**src/dsss_pkg.sv**
```systemverilog
// Shared types and constants for the diagonal state-space scan.
// Holds the in/out word structs, lane control struct and fixed-point helpers.
// No dependencies.
package dsss_pkg;

    localparam int unsigned CHAN_W    = 6;
    localparam int unsigned DATA_W    = 16;
    localparam int unsigned STATE_W   = 32;
    localparam int unsigned LANE_MAX  = 4;
    localparam int unsigned CFG_IDX_W = 4;

    // Register indexes of the configuration port
    localparam logic [CFG_IDX_W-1:0] REG_DECAY_0 = CFG_IDX_W'(0);
    localparam logic [CFG_IDX_W-1:0] REG_DECAY_1 = CFG_IDX_W'(1);
    localparam logic [CFG_IDX_W-1:0] REG_DECAY_2 = CFG_IDX_W'(2);
    localparam logic [CFG_IDX_W-1:0] REG_DECAY_3 = CFG_IDX_W'(3);

    typedef struct packed {
        logic        [CHAN_W-1:0] channel;
        logic                     seq_start;
        logic signed [DATA_W-1:0] sample_in;
        logic signed [DATA_W-1:0] in_weight_0;
        logic signed [DATA_W-1:0] in_weight_1;
        logic signed [DATA_W-1:0] in_weight_2;
        logic signed [DATA_W-1:0] in_weight_3;
        logic signed [DATA_W-1:0] out_weight_0;
        logic signed [DATA_W-1:0] out_weight_1;
        logic signed [DATA_W-1:0] out_weight_2;
        logic signed [DATA_W-1:0] out_weight_3;
    } t_in_word;

    typedef struct packed {
        logic        [CHAN_W-1:0]  channel_out;
        logic signed [STATE_W-1:0] sample_out;
    } t_out_word;

    // Stage enables for one lane datapath
    typedef struct packed {
        logic mul_en;   // latch a*h and b*x
        logic upd_en;   // latch the new hidden state
        logic prod_en;  // latch c*h
    } t_lane_ctl;

    // Saturate a signed value to the 32-bit range
    function automatic logic signed [STATE_W-1:0] f_sat32(input logic signed [37:0] v);
        logic signed [37:0] hi;
        logic signed [37:0] lo;
        hi = 38'sh0_7FFF_FFFF;
        lo = -38'sh0_8000_0000;
        if (v > hi) begin
            f_sat32 = 32'sh7FFF_FFFF;
        end else if (v < lo) begin
            f_sat32 = 32'sh8000_0000;
        end else begin
            f_sat32 = v[STATE_W-1:0];
        end
    endfunction

endpackage

```
**src/dsss_lane.sv**
```systemverilog
// One state lane: h = a*h + b*x in Q16.16, then the output product c*h.
// Depends on dsss_pkg for t_lane_ctl and f_sat32.
module dsss_lane (
    input  logic                                 i_clk,
    input  dsss_pkg::t_lane_ctl                  i_ctl,
    input  logic signed [dsss_pkg::DATA_W-1:0]   i_decay,
    input  logic signed [dsss_pkg::STATE_W-1:0]  i_h_old,
    input  logic signed [dsss_pkg::DATA_W-1:0]   i_b,
    input  logic signed [dsss_pkg::DATA_W-1:0]   i_x,
    input  logic signed [dsss_pkg::DATA_W-1:0]   i_c,
    output logic signed [dsss_pkg::STATE_W-1:0]  o_h_new,
    output logic signed [47:0]                   o_prod
);
    import dsss_pkg::*;

    logic signed [47:0]        r_ah;
    logic signed [31:0]        r_bx;
    logic signed [STATE_W-1:0] r_h;
    logic signed [47:0]        r_prod;
    logic signed [48:0]        w_sum;
    logic signed [37:0]        w_shr;

    // Q.28 sum; b*x is Q.24 so scale by 16
    assign w_sum = 49'(r_ah) + (49'(r_bx) <<< 4);
    // Floor shift by 12
    assign w_shr = 38'($signed(w_sum[48:12]));

    always_ff @(posedge i_clk) begin
        if (i_ctl.mul_en) begin
            r_ah <= 48'(i_decay) * 48'(i_h_old);
            r_bx <= 32'(i_b) * 32'(i_x);
        end
        if (i_ctl.upd_en) begin
            r_h <= f_sat32(w_shr);
        end
        if (i_ctl.prod_en) begin
            r_prod <= 48'(i_c) * 48'(r_h);
        end
    end

    assign o_h_new = r_h;
    assign o_prod  = r_prod;

endmodule
```
**config.mk**
```make
export PLATFORM = sky130hd
export DESIGN_NAME = dsss_lane
export DESIGN_NICKNAME = d
export VERILOG_FILES = /design/src/dsss_pkg.sv /design/src/dsss_lane.sv
export SDC_FILE = /design/constraint.sdc
export NUM_CORES = 2
export LEC_CHECK = 0
export BUFFER_PORTS_ARGS = -buffer_cell sky130_fd_sc_hd__buf_2
export CAP_MARGIN = 15
export CORE_ASPECT_RATIO = 2
export CORE_MARGIN = 4
export CORE_UTILIZATION = 55
export DETAILED_ROUTE_END_ITERATION = 7
export GPL_ROUTABILITY_DRIVEN = 0
export PLACE_DENSITY_LB_ADDON = 0.08
export SYNTH_ARGS = -nofsm -noshare
export SYNTH_HDL_FRONTEND = slang
export SYNTH_SLANG_ARGS = --single-unit
```
**constraint.sdc**
```tcl
create_clock -name i_clk -period 10.7 [get_ports i_clk]
set_clock_uncertainty 0.15 [all_clocks]
set_input_delay 0.535 -clock i_clk [delete_from_list [all_inputs] [get_ports i_clk]]
set_output_delay 0.535 -clock i_clk [all_outputs]
set_load 0.02 [all_outputs]
```
# After elaboration in Yosys (flattened, before gate mapping)
# Index checks and enable logic that the tools add are counted.
[word_totals]
register_bits = 160
out_inout_bits = 80
word_cells = 11
in_bits = 100
[op_classes]
mux = 1
n_lt_le_gt_ge = 2
add_sub_neg = 1
multipliers = 3
[op_table]
columns = ["operator", "n"]
rows = [
  ["multiplier 16 x 32 -> 48 bit", 2],
  ["adder 48 x 36 -> 49 bit", 1],
  ["> comparator 37 x 32 -> 1 bit (second input constant)", 1],
  ["< comparator 37 x 32 -> 1 bit (second input constant)", 1],
  ["multiplier 16 x 16 -> 32 bit", 1],
  ["2-to-1 mux 32 bit", 1],
]

# Depth between registers and ports, before layout
[logic_depth]
ltp_word = 3
mapped_depth = 27
depth_no_buf = 25

# Least setup slack after synthesis
# OpenSTA, ideal clock, no wires.
[synth_timing]
kind = "input-to-reg"
start = "input port i_c[15] (netlist bit)"
end = "register r_prod[47] (netlist: o_prod[47]) (data pin)"
setup_time_ns = 0.260
stages = 23
required_ns = 10.290
t_arrival_ns = 6.197
n_path_buf = 2
path_slack_ns = 4.093
cell_sequence = "inv_1 -> clkbuf_1 -> buf_1 -> nor2_1 -> fa_1 -> fa_1 -> fa_1 -> fa_1 -> fa_1 -> inv_1 -> fa_1 -> inv_1 -> ha_1 -> a21oi_1 -> o21bai_1 -> a21o_1 -> o2bb2ai_1 -> a21oi_1 -> o22ai_1 -> o41ai_1 -> nand3_1 -> a31oi_1 -> xnor2_1"
[synth_via]
elab_chain_cells = 1
[synth_lines]
columns = ["item", "line_no", "rtl"]
rows = [
  ["from (decl)", "dsss_lane.sv:10", "input logic signed [dsss_pkg::DATA_W-1:0] i_c,"],
  ["multiplier 16 x 32 -> 48 bit", "dsss_lane.sv:37", "r_prod <= 48'(i_c) * 48'(r_h);"],
  ["to (signal assigned)", "dsss_lane.sv:37", ""],
  ["to (decl)", "dsss_lane.sv:19", "logic signed [47:0] r_prod;"],
]
# Every way passes these cells.
# A chain may end at the register's enable or synchronous reset.

# Worst setup path in the final report
[layout_timing]
start = "register r_h[10] (netlist: o_h_new[10])"
end = "register r_prod[46] (netlist: o_prod[46]) (data pin)"
[layout_via]
elab_chain_cells = 1
[layout_lines]
columns = ["item", "line_no", "rtl"]
rows = [
  ["from (decl)", "dsss_lane.sv:18", "logic signed [STATE_W-1:0] r_h;"],
  ["from (signal assigned)", "dsss_lane.sv:34", "r_h <= f_sat32(w_shr);"],
  ["multiplier 16 x 32 -> 48 bit", "dsss_lane.sv:37", ""],
]
# Every way passes these cells.

==> flow_summary.json <==
{
  "hpwlAfterDp_um": 116000,
  "cts.clk_slew.worst_paths_ns": 0.08,
  "yosysSeqAreaShare_pct": 8.93,
  "grt_start_max_net_pins": 77,
  "cts_buffers": 17,
  "die_area_um2": 101000,
  "clk_path_buf_depth": 2,
  "drt-met1-wl_um": 45100,
  "synth_area_um2": 52400,
  "relSlewSlack_pct": 21.0,
  "cp_top_family": "adder cells",
  "core_area_um2": 94900,
  "status": "finished clean",
  "clock-sinks": 156,
  "crit_top_cell": "fa_1",
  "layout.nets": 7283,
  "period_needed_ns": 8.29,
  "r2r_cells": 22,
  "routed_wl_um": 145000,
  "wl_per_cell_um": 21.2,
  "synth_cell_type_count": 92,
  "synth_warnings": 0,
  "worstSkewPairLatency_ns": 0.49,
  "drive_gt1_share_pct": 5.19,
  "grt_pass1_wl_um": 228000,
  "max_cap_viol_count": 0,
  "dr.pass1.iters": 5,
  "hold_violations": 0,
  "initial_core_util_pct": 55.3,
  "synthTopCellsByArea": "fa_1 47%, inv_1 10%, edfxtp_1 8.9%",
  "max_freq_mhz": 121,
  "final_cell_mix": "1,428 x inv_1, 1,234 x fa_1, 763 x nand2_1",
  "grt_overflow": 0,
  "cp.depth": 22,
  "cts_hold_buf": 0,
  "critPathLaunchType": "flip-flop",
  "htreeDepth": 4,
  "cts_tree": "built",
  "io_buffers": 179,
  "area_growth_pct": 4.35,
  "holdCritPathClass": "in2reg",
  "final_common_cell": "inv_1",
  "r2r_setup_slack_ns": 2.41,
  "yosysTopAreaCell": "fa_1",
  "via_count": 37835,
  "slowest_stage": "edfxtp_1",
  "antenna_found_initial": 6,
  "synth_edf_count": 156,
  "async_flop_share_pct": 0,
  "rsz0062_at_grt": "no",
  "fillerInstances": 8676,
  "min-delay-start": "i_ctl[1]",
  "ant_nets": 0,
  "hold_end": "o_h_new[24]",
  "drt-initial-drc-count": 1878,
  "die_y_um": 445,
  "fin_crit_sh_pct": 77.4,
  "crit_buf_inv": 4,
  "fp-row-count": 160,
  "final_max_slew_viol_count": 0,
  "synthDominantCellAreaShare_pct": 47.1,
  "syn_nets": 7297,
  "root_buffer": "clkbuf_16",
  "slowest_delay_ns": 0.81,
  "reg2reg_from": "o_h_new[10]",
  "setup_viol": 0,
  "grt_pass1_vias": 42450,
  "ctsResizeCount": 0,
  "final.setup.tns_ns": 0,
  "regArea_um2": 4680,
  "worstPathMaxFanout": 17,
  "topRoutingLayerUsed": "met5",
  "met2_length_um": 82400,
  "worst-setup-path-type": "reg2reg",
  "post_cts_buffers": 0,
  "tightest_slew_ns": 1.18,
  "cp.arrival_ns": 8.37,
  "ys.flop_type": "edfxtp_1",
  "crit_required_ns": 10.79,
  "synth_seq_cells": 156,
  "path_cells": "and2_1 > fa_1 > inv_1 > fa_1 > fa_1 > inv_1 > fa_1 > fa_1 > inv_1 > fa_1 > inv_1 > ha_1 > nand3_1 > o211ai_1 > o21bai_1 > a21oi_1 > o211ai_1 > o211ai_1 > a21oi_1 > o31ai_1 > a31oi_1 > xnor2_1",
  "synth.avg_cell_area_um2": 9.34,
  "hold_depth": 1,
  "synth_cells": 5613,
  "r2r_end": "o_prod[46]",
  "drt-vias-per-instance": 5.54,
  "io_pins": 180,
  "wl_met3_um": 6130,
  "crit_path_end_kind": "flip-flop",
  "grt_use_total_pct": 29.9,
  "drc_errors": 0,
  "multi_input_area_um2": 41500,
  "die_x_um": 226
}
==> worst max path at each step <==
stage	from	endpoint	slack, ns
after floorplan	i_c[15]	o_prod[47]	4.09
after global placement	i_c[15]	o_prod[47]	2.59
after detailed placement	i_c[15]	o_prod[46]	2.48
after CTS	o_h_new[8]	o_prod[46]	2.76
after global routing	o_h_new[10]	o_prod[46]	2.41
final	o_h_new[10]	o_prod[46]	2.41
==> per-layer routing <==
layer,vias to the layer above,global-route usage [%]
met1,19590,29.7
li1,16534,-
met5,-,0
met4,4,19.0
met2,1198,57.8
met3,509,3.29
==> area by class of cell <==
type / count / share of cell area, %
multi-input cells: 3802 / 75.9
inverters: 1431 / 9.82
flip-flops and latches: 156 / 8.56
well taps: 1215 / 2.78
repair buffers: 191 / 1.81
clock buffers: 17 / 0.777
clock inverters: 15 / 0.357
diodes: 6 / 0.0274
==> cells by family after synthesis <==
group / after synthesis / share of synthesized area (%)
buffers and inverters: 1655 / 11.9
adder cells (fa/ha/maj): 1584 / 55.5
AND/OR/NAND/NOR: 1564 / 14.5
AO/OA/AOI/OAI: 486 / 6.40
XOR/XNOR: 168 / 2.82
flip-flops: 156 / 8.93
==> per-stage QoR <==
step | utilization, % | cells | area [um^2] | hold WS (ns) | worst slack, ns
finish | 57.7 | 6833 | 54700 | 0.483 | 2.41
global placement | 57.0 | 6795 | 54100 | 0.690 | 2.59
global route | 57.7 | 6828 | 54700 | 0.493 | 2.41
floorplan | - | 5613 | 52400 | 0.497 | 4.09
CTS | 57.7 | 6827 | 54700 | 0.459 | 2.76
detailed placement | 57.0 | 6795 | 54100 | 0.699 | 2.48
==> synth_stat cells, drive strengths merged (35+ instances only) <==
library cell     n
inv           1430
fa            1234
nand2          764
and2           501
ha             350
clkbuf         211
edfxtp         156
a21oi          138
nor2           117
o21ai          115
xnor2          111
a21o            88
xor2            57
nand2b          35
nand3           35
==> sequential cells by signal, summed over array words and instances, names as in the netlist <==
name     cells
o_h_new     32
o_prod      48
r_ah        44
r_bx        32
Power is left out: the tool's default activity adds up to more than one toggle a clock period on the data nets, which glitch-free logic cannot reach.
